`config.mk`:
```
export PLATFORM = sky130hd
export DESIGN_NAME = rgb_average_color_classifier_core
export DESIGN_NICKNAME = d
export VERILOG_FILES = /design/src/rgbacc_pkg.sv /design/src/rgb_average_color_classifier_core.sv
export SDC_FILE = /design/constraint.sdc
export NUM_CORES = 1
export LEC_CHECK = 0
export ABC_AREA = 1
export CAP_MARGIN = 20
export CORE_MARGIN = 3
export CORE_UTILIZATION = 60
export DETAILED_ROUTE_END_ITERATION = 10
export DONT_BUFFER_PORTS = 1
export HOLD_SLACK_MARGIN = 0.1
export PLACE_DENSITY_LB_ADDON = 0.05
export SLEW_MARGIN = 20
export SYNTH_ARGS = -nofsm -noshare
export SYNTH_HDL_FRONTEND = slang
export SYNTH_SLANG_ARGS = --single-unit
```
`constraint.sdc`:
```
create_clock -name i_clk -period 6.7 [get_ports i_clk]
set_input_delay 0.67 -clock i_clk [delete_from_list [all_inputs] [get_ports i_clk]]
set_output_delay 0.67 -clock i_clk [all_outputs]
set_load 0.05 [all_outputs]
```
`src/rgbacc_pkg.sv`:
```
package rgbacc_pkg;

    localparam int SAMPLES_PER_GROUP_DEF = 5;
    localparam int WORD_W                = 16;
    localparam int NUM_COLORS            = 9;

    localparam logic [3:0] COLOR_RED    = 4'd0;
    localparam logic [3:0] COLOR_GREEN  = 4'd1;
    localparam logic [3:0] COLOR_BLUE   = 4'd2;
    localparam logic [3:0] COLOR_BLACK  = 4'd3;
    localparam logic [3:0] COLOR_WHITE  = 4'd4;
    localparam logic [3:0] COLOR_ORANGE = 4'd5;
    localparam logic [3:0] COLOR_YELLOW = 4'd6;
    localparam logic [3:0] COLOR_PURPLE = 4'd7;
    localparam logic [3:0] COLOR_BROWN  = 4'd8;
    localparam logic [3:0] COLOR_ABSENT = 4'd9;

    localparam logic [1:0] DIR_RIGHT  = 2'd0;
    localparam logic [1:0] DIR_LEFT   = 2'd1;
    localparam logic [1:0] DIR_CENTER = 2'd2;

    typedef struct packed {
        logic [WORD_W-1:0] raw_red;
        logic [WORD_W-1:0] raw_green;
        logic [WORD_W-1:0] raw_blue;
    } t_rgb_in;

    typedef struct packed {
        logic [3:0]        color_code;
        logic [1:0]        direction;
        logic [WORD_W-1:0] mean_red;
        logic [WORD_W-1:0] mean_green;
        logic [WORD_W-1:0] mean_blue;
    } t_rgb_out;

    function automatic logic between(logic [WORD_W-1:0] v, logic [WORD_W-1:0] lo,
                                     logic [WORD_W-1:0] hi);
        return (v > lo) && (v < hi);
    endfunction

    function automatic logic [3:0] classify(logic [WORD_W-1:0] r, logic [WORD_W-1:0] g,
                                            logic [WORD_W-1:0] b);
        logic [3:0] c;
        if (r >= 16'd50000 && between(g, 16'd21000, 16'd26000)
                && between(b, 16'd21000, 16'd26000)) begin
            c = COLOR_RED;
        end else if (between(r, 16'd9000, 16'd13000) && between(g, 16'd31000, 16'd36500)
                && between(b, 16'd30000, 16'd35000)) begin
            c = COLOR_GREEN;
        end else if (between(r, 16'd10500, 16'd15000) && between(g, 16'd46000, 16'd52500)
                && b > 16'd63000) begin
            c = COLOR_BLUE;
        end else if ((between(r, 16'd7000, 16'd11000) && between(g, 16'd12000, 16'd16500)
                && between(b, 16'd17500, 16'd22000))
                || (between(r, 16'd5500, 16'd8500) && between(g, 16'd9000, 16'd12000)
                && between(b, 16'd11000, 16'd15000))) begin
            c = COLOR_BLACK;
        end else if ((r > 16'd62000 && g > 16'd64500 && b > 16'd64500)
                || (between(r, 16'd25000, 16'd33000) && between(g, 16'd33000, 16'd44000)
                && b > 16'd50000)) begin
            c = COLOR_WHITE;
        end else if (r > 16'd57000 && between(g, 16'd22500, 16'd27500)
                && between(b, 16'd16000, 16'd23500)) begin
            c = COLOR_ORANGE;
        end else if (r > 16'd63000 && g > 16'd64000 && between(b, 16'd33000, 16'd39000)) begin
            c = COLOR_YELLOW;
        end else if (r > 16'd48000 && between(g, 16'd21000, 16'd27500)
                && between(b, 16'd31000, 16'd37500)) begin
            c = COLOR_PURPLE;
        end else if (between(r, 16'd12000, 16'd17000) && between(g, 16'd14000, 16'd18500)
                && between(b, 16'd17000, 16'd23500)) begin
            c = COLOR_BROWN;
        end else begin
            c = COLOR_ABSENT;
        end
        return c;
    endfunction

endpackage

```
`src/rgb_average_color_classifier_core.sv`:
```
// Path: the last request of a group is totaled into r_tot when it is accepted, and its
// classified result is then registered into r_out, raising o_out_valid, once the output is not stalled.
// Throughput: one request per cycle while o_in_stall is low; one result per SAMPLES_PER_GROUP requests.
// The input stalls only on the last request of a group while a stalled result holds
// both the total register and the result register.
// Reset: synchronous, active low; clears sample count, sums, side mask and all valids.
module rgb_average_color_classifier_core #(
    parameter int SAMPLES_PER_GROUP = rgbacc_pkg::SAMPLES_PER_GROUP_DEF
) (
    input  logic                                 i_clk,
    input  logic                                 i_rst_n,
    input  logic                                 i_in_valid,
    output logic                                 o_in_stall,
    input  rgbacc_pkg::t_rgb_in                  i_in_data,
    output logic                                 o_out_valid,
    input  logic                                 i_out_stall,
    output rgbacc_pkg::t_rgb_out                 o_out_data,
    input  logic                                 i_cfg_we,
    input  logic [rgbacc_pkg::NUM_COLORS-1:0]    i_cfg_wdata
);

    localparam int W     = rgbacc_pkg::WORD_W;
    localparam int SUM_W = W + $clog2(SAMPLES_PER_GROUP);
    localparam int CNT_W = (SAMPLES_PER_GROUP > 1) ? $clog2(SAMPLES_PER_GROUP) : 1;
    localparam int K     = SUM_W + $clog2(SAMPLES_PER_GROUP);
    localparam int P_W   = SUM_W + K + 1;
    localparam longint unsigned RECIP_L =
        ((64'd1 << K) + SAMPLES_PER_GROUP - 1) / SAMPLES_PER_GROUP;
    localparam logic [K:0]       RECIP    = (K+1)'(RECIP_L);
    localparam logic [CNT_W-1:0] LAST_CNT = CNT_W'(SAMPLES_PER_GROUP - 1);

    logic [rgbacc_pkg::NUM_COLORS-1:0] r_mask;
    logic [CNT_W-1:0]                  r_cnt;
    logic [SUM_W-1:0]                  r_sum  [3];
    logic                              r_tot_vld;
    logic [SUM_W-1:0]                  r_tot  [3];
    logic                              r_out_vld;
    rgbacc_pkg::t_rgb_out              r_out;

    logic [W-1:0]     swapped [3];
    logic [SUM_W-1:0] n_sum   [3];
    logic [W-1:0]     n_mean  [3];
    logic [P_W-1:0]   prod    [3];
    logic             out_ready;
    logic             tot_ready;
    logic             last;
    logic             take_in;
    logic [3:0]       n_color;
    logic [1:0]       n_dir;

    assign out_ready  = !r_out_vld || !i_out_stall;
    assign tot_ready  = !r_tot_vld || out_ready;
    assign last       = (r_cnt == LAST_CNT);
    assign o_in_stall = last && !tot_ready;
    assign take_in    = i_in_valid && !o_in_stall;

    assign swapped[0] = {i_in_data.raw_red[7:0],   i_in_data.raw_red[15:8]};
    assign swapped[1] = {i_in_data.raw_green[7:0], i_in_data.raw_green[15:8]};
    assign swapped[2] = {i_in_data.raw_blue[7:0],  i_in_data.raw_blue[15:8]};

    always_comb begin
        for (int c = 0; c < 3; c++) begin
            n_sum[c]  = r_sum[c] + SUM_W'(swapped[c]);
            prod[c]   = P_W'(r_tot[c]) * P_W'(RECIP);
            n_mean[c] = prod[c][K +: W];
        end
    end

    always_comb begin
        n_color = rgbacc_pkg::classify(n_mean[0], n_mean[1], n_mean[2]);
        if (n_color == rgbacc_pkg::COLOR_ABSENT) begin
            n_dir = rgbacc_pkg::DIR_CENTER;
        end else if (r_mask[n_color]) begin
            n_dir = rgbacc_pkg::DIR_LEFT;
        end else begin
            n_dir = rgbacc_pkg::DIR_RIGHT;
        end
    end

    always_ff @(posedge i_clk) begin
        if (!i_rst_n) begin
            r_mask     <= '0;
            r_cnt      <= '0;
            r_sum      <= '{default: '0};
            r_tot_vld  <= 1'b0;
            r_out_vld  <= 1'b0;
        end else begin
            if (i_cfg_we) begin
                r_mask <= i_cfg_wdata;
            end
            // accumulate; close the group on its last sample
            if (take_in) begin
                if (last) begin
                    r_cnt <= '0;
                    r_sum <= '{default: '0};
                    r_tot <= n_sum;
                end else begin
                    r_cnt <= r_cnt + 1'b1;
                    r_sum <= n_sum;
                end
            end
            if (tot_ready) begin
                r_tot_vld <= take_in && last;
            end
            if (out_ready) begin
                r_out_vld        <= r_tot_vld;
                r_out.color_code <= n_color;
                r_out.direction  <= n_dir;
                r_out.mean_red   <= n_mean[0];
                r_out.mean_green <= n_mean[1];
                r_out.mean_blue  <= n_mean[2];
            end
        end
    end

    assign o_out_valid = r_out_vld;
    assign o_out_data  = r_out;

endmodule

```
Word-level counts from Yosys, hierarchy flattened
Cells that the tools add are included.
W data, S select, Z words.
- register bits: 182
- latch bits: 0
- RAM bits: 0
- ROM bits: 0
- output and inout port bits: 56
- logic and storage cells: 151
- memories kept: 0
- $add $sub $neg: 4
- multiply operators: 3
- divide/modulo/power cells: 0
- order comparisons: 54
- eq/ne operators: 2
- shifts and indexed selects: 0
- mux-type cells: 14
- bitwise gates (word level): 0
- reduce and logical (&&, ||, !) cells: 59
- operators by type and width (kind ; count):
    $gt A16 B16 Y1 const B ; 12
    $gt A16 B15 Y1 const B ; 9
    $gt A16 B14 Y1 const B ; 8
    $lt A16 B15 Y1 const B ; 8
    $mul A19 B20 Y38 const B ; 3
    $lt A16 B16 Y1 const B ; 7
    $lt A16 B14 Y1 const B ; 6
    $add A19 B16 Y19 ; 3
    $mux W57 ; 1
    $logic_and A1 B1 Y1 ; 48
    $gt A16 B13 Y1 const B ; 2
    $mux W4 ; 8
    $ge A16 B16 Y1 const B ; 1
    $logic_not A1 Y1 ; 5
    $lt A4 B5 Y1 const B ; 1
    $bmux W1 S4 ; 1
    $eq A4 B4 Y1 const B ; 1
    $logic_or A1 B1 Y1 ; 4
    $add A3 B1 Y3 const B ; 1
    $eq A3 B3 Y1 const B ; 1
    $mux W1 ; 3
    $mux W3 ; 1
    $reduce_and A3 Y1 ; 1
    $reduce_and A2 Y1 ; 1

Depth between registers and ports, before layout
- depth in word-level cells: 17
- depth in mapped cells: 42
- mapped depth without buffers: 41

Least setup slack after synthesis
Ideal clock, no wire load.
- path type: register to register
- from: register r_tot[55] (netlist name)
- to: register r_out, in the netlist o_out_data[48], data pin
- setup time: 0.253 ns
- data arrival time: 5.997 ns
- required time: 6.447 ns
- slack: 0.449 ns
- cell stages (with the launch flop): 35
- period minus slack after synthesis: 6.251 ns
- path through: edfxtp_1 inv_1 ha_1 inv_1 fa_1 inv_1 fa_1 inv_1 fa_1 fa_1 inv_1 fa_1 inv_1 ha_1 inv_1 o21bai_1 nor2_1 nand2_1 a21oi_1 nand2_1 nand2_1 nand2_4 nor2_2 inv_1 nor2_1 a21oi_1 o21ai_0 nor2_1 nand3_1 and2_1 nand2_1 nor2_1 nand2_1 nand3_1 nand2_1
- word-level cells in the longest chain between the ends: 17
- ends and longest elaborated chain (element ; line ; RTL):
    from (decl) ; rgb_average_color_classifier_core.sv:36 ; logic [SUM_W-1:0] r_tot [3];
    from (signal assigned) ; rgb_average_color_classifier_core.sv:96 ; r_tot <= n_sum;
    $mul A19 B20 Y38 (*) ; rgb_average_color_classifier_core.sv:64 ; prod[c] = P_W'(r_tot[c]) * P_W'(RECIP);
    $gt A16 B14 Y1 / $lt A16 B15 Y1 (equally long branches) ; rgbacc_pkg.sv:38 ; return (v > lo) && (v < hi);
    $logic_and A1 B1 Y1 ; rgbacc_pkg.sv:38 ;
    $logic_and A1 B1 Y1 ; rgbacc_pkg.sv:70 ; end else if (between(r, 16'd12000, 16'd17000) && between(g, 16'd14000, 16'd18500)
    $logic_and A1 B1 Y1 ; rgbacc_pkg.sv:71 ; && between(b, 16'd17000, 16'd23500)) begin
    $mux W1 ; rgbacc_pkg.sv:70 ;
    $mux W4 ; rgbacc_pkg.sv:67 ; end else if (r > 16'd48000 && between(g, 16'd21000, 16'd27500)
    $mux W4 ; rgbacc_pkg.sv:65 ; end else if (r > 16'd63000 && g > 16'd64000 && between(b, 16'd33000, 16'd39000)) begin
    $mux W4 ; rgbacc_pkg.sv:62 ; end else if (r > 16'd57000 && between(g, 16'd22500, 16'd27500)
    $mux W4 ; rgbacc_pkg.sv:58 ; end else if ((r > 16'd62000 && g > 16'd64500 && b > 16'd64500)
    $mux W4 ; rgbacc_pkg.sv:53 ; end else if ((between(r, 16'd7000, 16'd11000) && between(g, 16'd12000, 16'd16500)
    $mux W4 ; rgbacc_pkg.sv:50 ; end else if (between(r, 16'd10500, 16'd15000) && between(g, 16'd46000, 16'd52500)
    $mux W4 ; rgbacc_pkg.sv:47 ; end else if (between(r, 16'd9000, 16'd13000) && between(g, 16'd31000, 16'd36500)
    $mux W4 (*) ; rgbacc_pkg.sv:44 ; if (r >= 16'd50000 && between(g, 16'd21000, 16'd26000)
    $bmux W1 S4 ; rgb_average_color_classifier_core.sv:73 ; end else if (r_mask[n_color]) begin
    $mux W1 (implied by the code) ; rgb_average_color_classifier_core.sv:73 ;
    $mux W1 ; rgb_average_color_classifier_core.sv:73 ;
    to (decl) ; rgb_average_color_classifier_core.sv:38 ; rgbacc_pkg::t_rgb_out r_out;
Mark *: on every way between the ends. The rest lies on a longest branch, timed or not. The select of a mux whose other input is x is not followed.
A chain may end at the register's enable or synchronous reset.

Worst setup path after layout
- from: register r_tot[24] (netlist name)
- to: register r_out, in the netlist o_out_data[48], data pin
The elaborated chain is that of the path after synthesis.

==> run_results.csv <==
group,metric,value,unit
global_route,grt_util_all_layers,35.32,%
drt,ant_nets,0,
setup_path,critPathKind,"reg -> reg",
placed_design,hpwl,78610,um
finish,diodes,0,
clocking,root_buffer,"clkbuf_16",
min_path,holdCritPathClass,"in -> reg",
yosys,synth_area,0.03103,sq mm
yosys,synth.top_cell.area_share,19.36,%
placed_design,numPortBuffers,0,
run_status,status,"finished, violations left",
sta,max_freq,147.1,MHz
setup_path,end_kind,"flop",
setup_path,critPathMaxStageDelay,0.63,ns
clocking,clockBufferDepth,2,
die,coreArea,0.05058,sq mm
yosys,synthDistinctLibCells,57,
power_and_ir_drop,max-vdd-ir-drop,0.2384,mV
sta,tightest_slew,0.9531,ns
setup_path,required,6.96,ns
die,io_pins,118,
power_and_ir_drop,leakagePower,20.88,nW
sta,layout_setup_ws,-0.09854,ns
drt,routed_wl,100500,um
setup_path,worst_path_max_delay_cell,"fa_1",
global_route,grt_pass1_vias,29584,
clocking,holdBufCountCts,0,
yosys,syn_avg_cell_area,7.311,sq um
power_and_ir_drop,clkPwrFrac,14.9,%
global_route,grt_start_max_net_pins,62,
die,fp.dieArea,0.05448,sq mm
power_and_ir_drop,netSwitchingFraction,48.45,%
yosys,yosys_warnings,0,
global_route,grt_util_met1,45.94,%
power_and_ir_drop,p_total,0.006839,W
sta,slew_headroom,36.46,%
sta,fin_crit,6.799,ns
sta,rsz0062_at_grt,"yes",
sta,hold_viol,0,
clocking,cts.sinks,182,
clocking,cts_made_buffers,17,
finish,fillers,3409,
setup_path,cp_common_cell,"inv_2",
global_route,grt_pass1_wl,151500,um
power_and_ir_drop,p_int,0.003526,W
finish,synthToLayoutAreaGrowth,30.47,%
clocking,clock_latency,0.51,ns
run_status,violations,"negative setup slack",
finish,multiInputGateArea,0.02576,sq mm
global_route,antenna_found_initial,0,
drt,drcViolationCount,0,
finish,drive_gt1_share,30.32,%
setup_path,crit_path_max_fanout,6,
clocking,htreeDepth,4,
yosys,synth_area_leaders,"fa_1 (19%), ha_1 (18%), inv_1 (12%)",
yosys,ys_seq_area_share,15.32,%
yosys,synth.largest_area_cell,"fa_1",
yosys,synth_edf_count,111,
yosys,synthArstFlopShare,0,%
sta,fin_crit_sh,101.5,%
die,initial_core_util,61.34,%
global_route,met3_usage,6.890,%
placed_design,place_congestion,1.046,
yosys,synth_most_common_cell,"inv_1",
yosys,synth_seq_cells,182,
global_route,top_usage_layer,"met2",
drt,routedWlPerCell,18.23,um
sta,finalSetupViolCount,2,
clocking,path_clk_slew,0.08,ns
sta,setup_tns,-0.1592,ns
placed_design,placed_cell_area,0.03554,sq mm
global_route,grt_use_met2,59.38,%
sta,slew_violations,0,
yosys,synth_ff_type,"edfxtp_1",
sta,timing.hold.ws,0.2990,ns
global_route,grt_overflow,0,
yosys,synth_cells,4244,
finish,nets,5643,
yosys,syn_nets,5058,
power_and_ir_drop,power_switching,0.003313,W
power_and_ir_drop,sequentialPowerShare,23.1,%
die,die_y,233.4,um
drt,drtPass1Iterations,8,
placed_design,dpl.cell_count,5384,
die,rows,82,
drt,vias_per_cell,5.529,
sta,finClkSkew,0.01624,ns
drt,num_vias,30487,
setup_path,critPathArrivalTime,7.06,ns
finish,stdcell_area,0.04048,sq mm
power_and_ir_drop,p_comb_share,62.0,%
drt,drt_iter0_markers,2480,
finish,seqCellArea,0.004755,sq mm
flow_run,maxCapViolations,0,
power_and_ir_drop,power_density,168.9,mW/mm^2
die,fp.dieW,233.4,um
finish,fin_cells,5514,
yosys,synth_common_cells,"inv_1 (1013), nand2_1 (983), ha_1 (452), nor2_1 (318), fa_1 (300)",
clocking,cts_tree,"yes",
setup_path,cp-start-kind,"flop",
-- power by group through the flow --
stage | registers [W] | clock network, W | logic (W)
5_1_grt | 0.00159 | 0.00107 | 0.00455
2_1_floorplan | 0.00158 | 0 | 0.00187
6_report | 0.00158 | 0.00102 | 0.00424
3_5_place_dp | 0.00161 | 0 | 0.00320
4_1_cts | 0.00158 | 0.00103 | 0.00341
3_3_place_gp | 0.00161 | 0 | 0.00317
-- final timing paths --
kind | endpoint | slack, ns | start | cells past startpoint
worst max-delay path | o_out_data[48] | -0.1 | r_tot[24] | 34
worst min-delay path | r_mask[8] | 0.30 | i_rst_n | 2
worst max register to register | o_out_data[48] | -0.1 | r_tot[24] | 34
worst min register to register | r_sum[10] | 0.47 | r_sum[10] | 2
-- flip-flops by register name (all words and copies together), names as in the netlist --
name,flops
o_out_data,54
o_out_valid,1
r_cnt,3
r_mask,9
r_sum,57
r_tot,57
r_tot_vld,1
-- worst max-delay path: cells and delay by family, from the launching register on --
kind / cells / cell delay (ns)
AO/OA/AOI/OAI: 1 / 0.16
adder cells (fa/ha/maj): 7 / 3.33
buffers and inverters: 8 / 0.70
flip-flops: 1 / 0.40
AND/OR/NAND/NOR: 18 / 1.94
-- placed cells by master, fill, tap and decap left out, types with 31 or more instances in the layout --
cell type | synthesis | layout
xor2_1 | 44 | 44
nor2_1 | 318 | 193
ha_1 | 452 | 384
a21oi_1 | 218 | 159
a21oi_2 | 10 | 49
nor2_2 | 32 | 82
nand4_1 | 53 | 53
nand3_2 | 10 | 59
nand3_1 | 223 | 163
o21ai_0 | 48 | 34
nand2_2 | 50 | 183
ha_4 | 0 | 56
nand2_4 | 12 | 76
edfxtp_1 | 111 | 111
inv_1 | 1013 | 946
inv_2 | 32 | 92
buf_4 | 2 | 571
nor2_4 | 12 | 87
dfxtp_1 | 71 | 71
nor3_2 | 13 | 31
fa_1 | 300 | 281
nand2_1 | 983 | 785
-- logic make-up after synthesis --
group / count (synthesis) / share of synthesized area (%)
XOR/XNOR: 66 / 1.887
AND/OR/NAND/NOR: 1799 / 25.48
buffers and inverters: 1075 / 13.09
flip-flops: 182 / 15.32
adder cells (fa/ha/maj): 752 / 37.58
AO/OA/AOI/OAI: 370 / 6.638
-- what timing repair did --
item / CTS / global route
setup endpoints to repair: 6 / 6
pin swaps: 69 / 360
gates resized for setup: 236 / 662
cloned: 0 / 3
buffers inserted: 14 / 81
-- layout make-up --
cell class / instances / share of cell area (%)
Multi-Input combinational cell: 2989 / 63.65
Sequential cell: 182 / 11.75
Timing Repair Buffer: 589 / 11.30
Inverter: 1050 / 9.829
Tap cell: 672 / 2.077
Clock buffer: 18 / 1.060
Clock inverter: 14 / 0.3462
-- metal layers --
layer	vias to the layer above	routed length (um)	part of all wire, %
met5	-	0	0
met2	1306	48360	48
li1	14397	-	-
met4	0	4210	4.2
met1	14470	40700	40
met3	314	7258	7.2
-- per-stage QoR --
| stage | worst slack [ns] | util (%) |
|---|---|---|
| 6_report | -0.09854 | 80.03 |
| 5_1_grt | -0.3325 | 80.03 |
| 4_1_cts | -0.02529 | 73.63 |
| 3_5_place_dp | -0.5289 | 70.26 |
| 3_3_place_gp | -0.4711 | 70.26 |
| 2_1_floorplan | 0.4495 | - |
No activity file was read; power rests on OpenSTA's default activity.
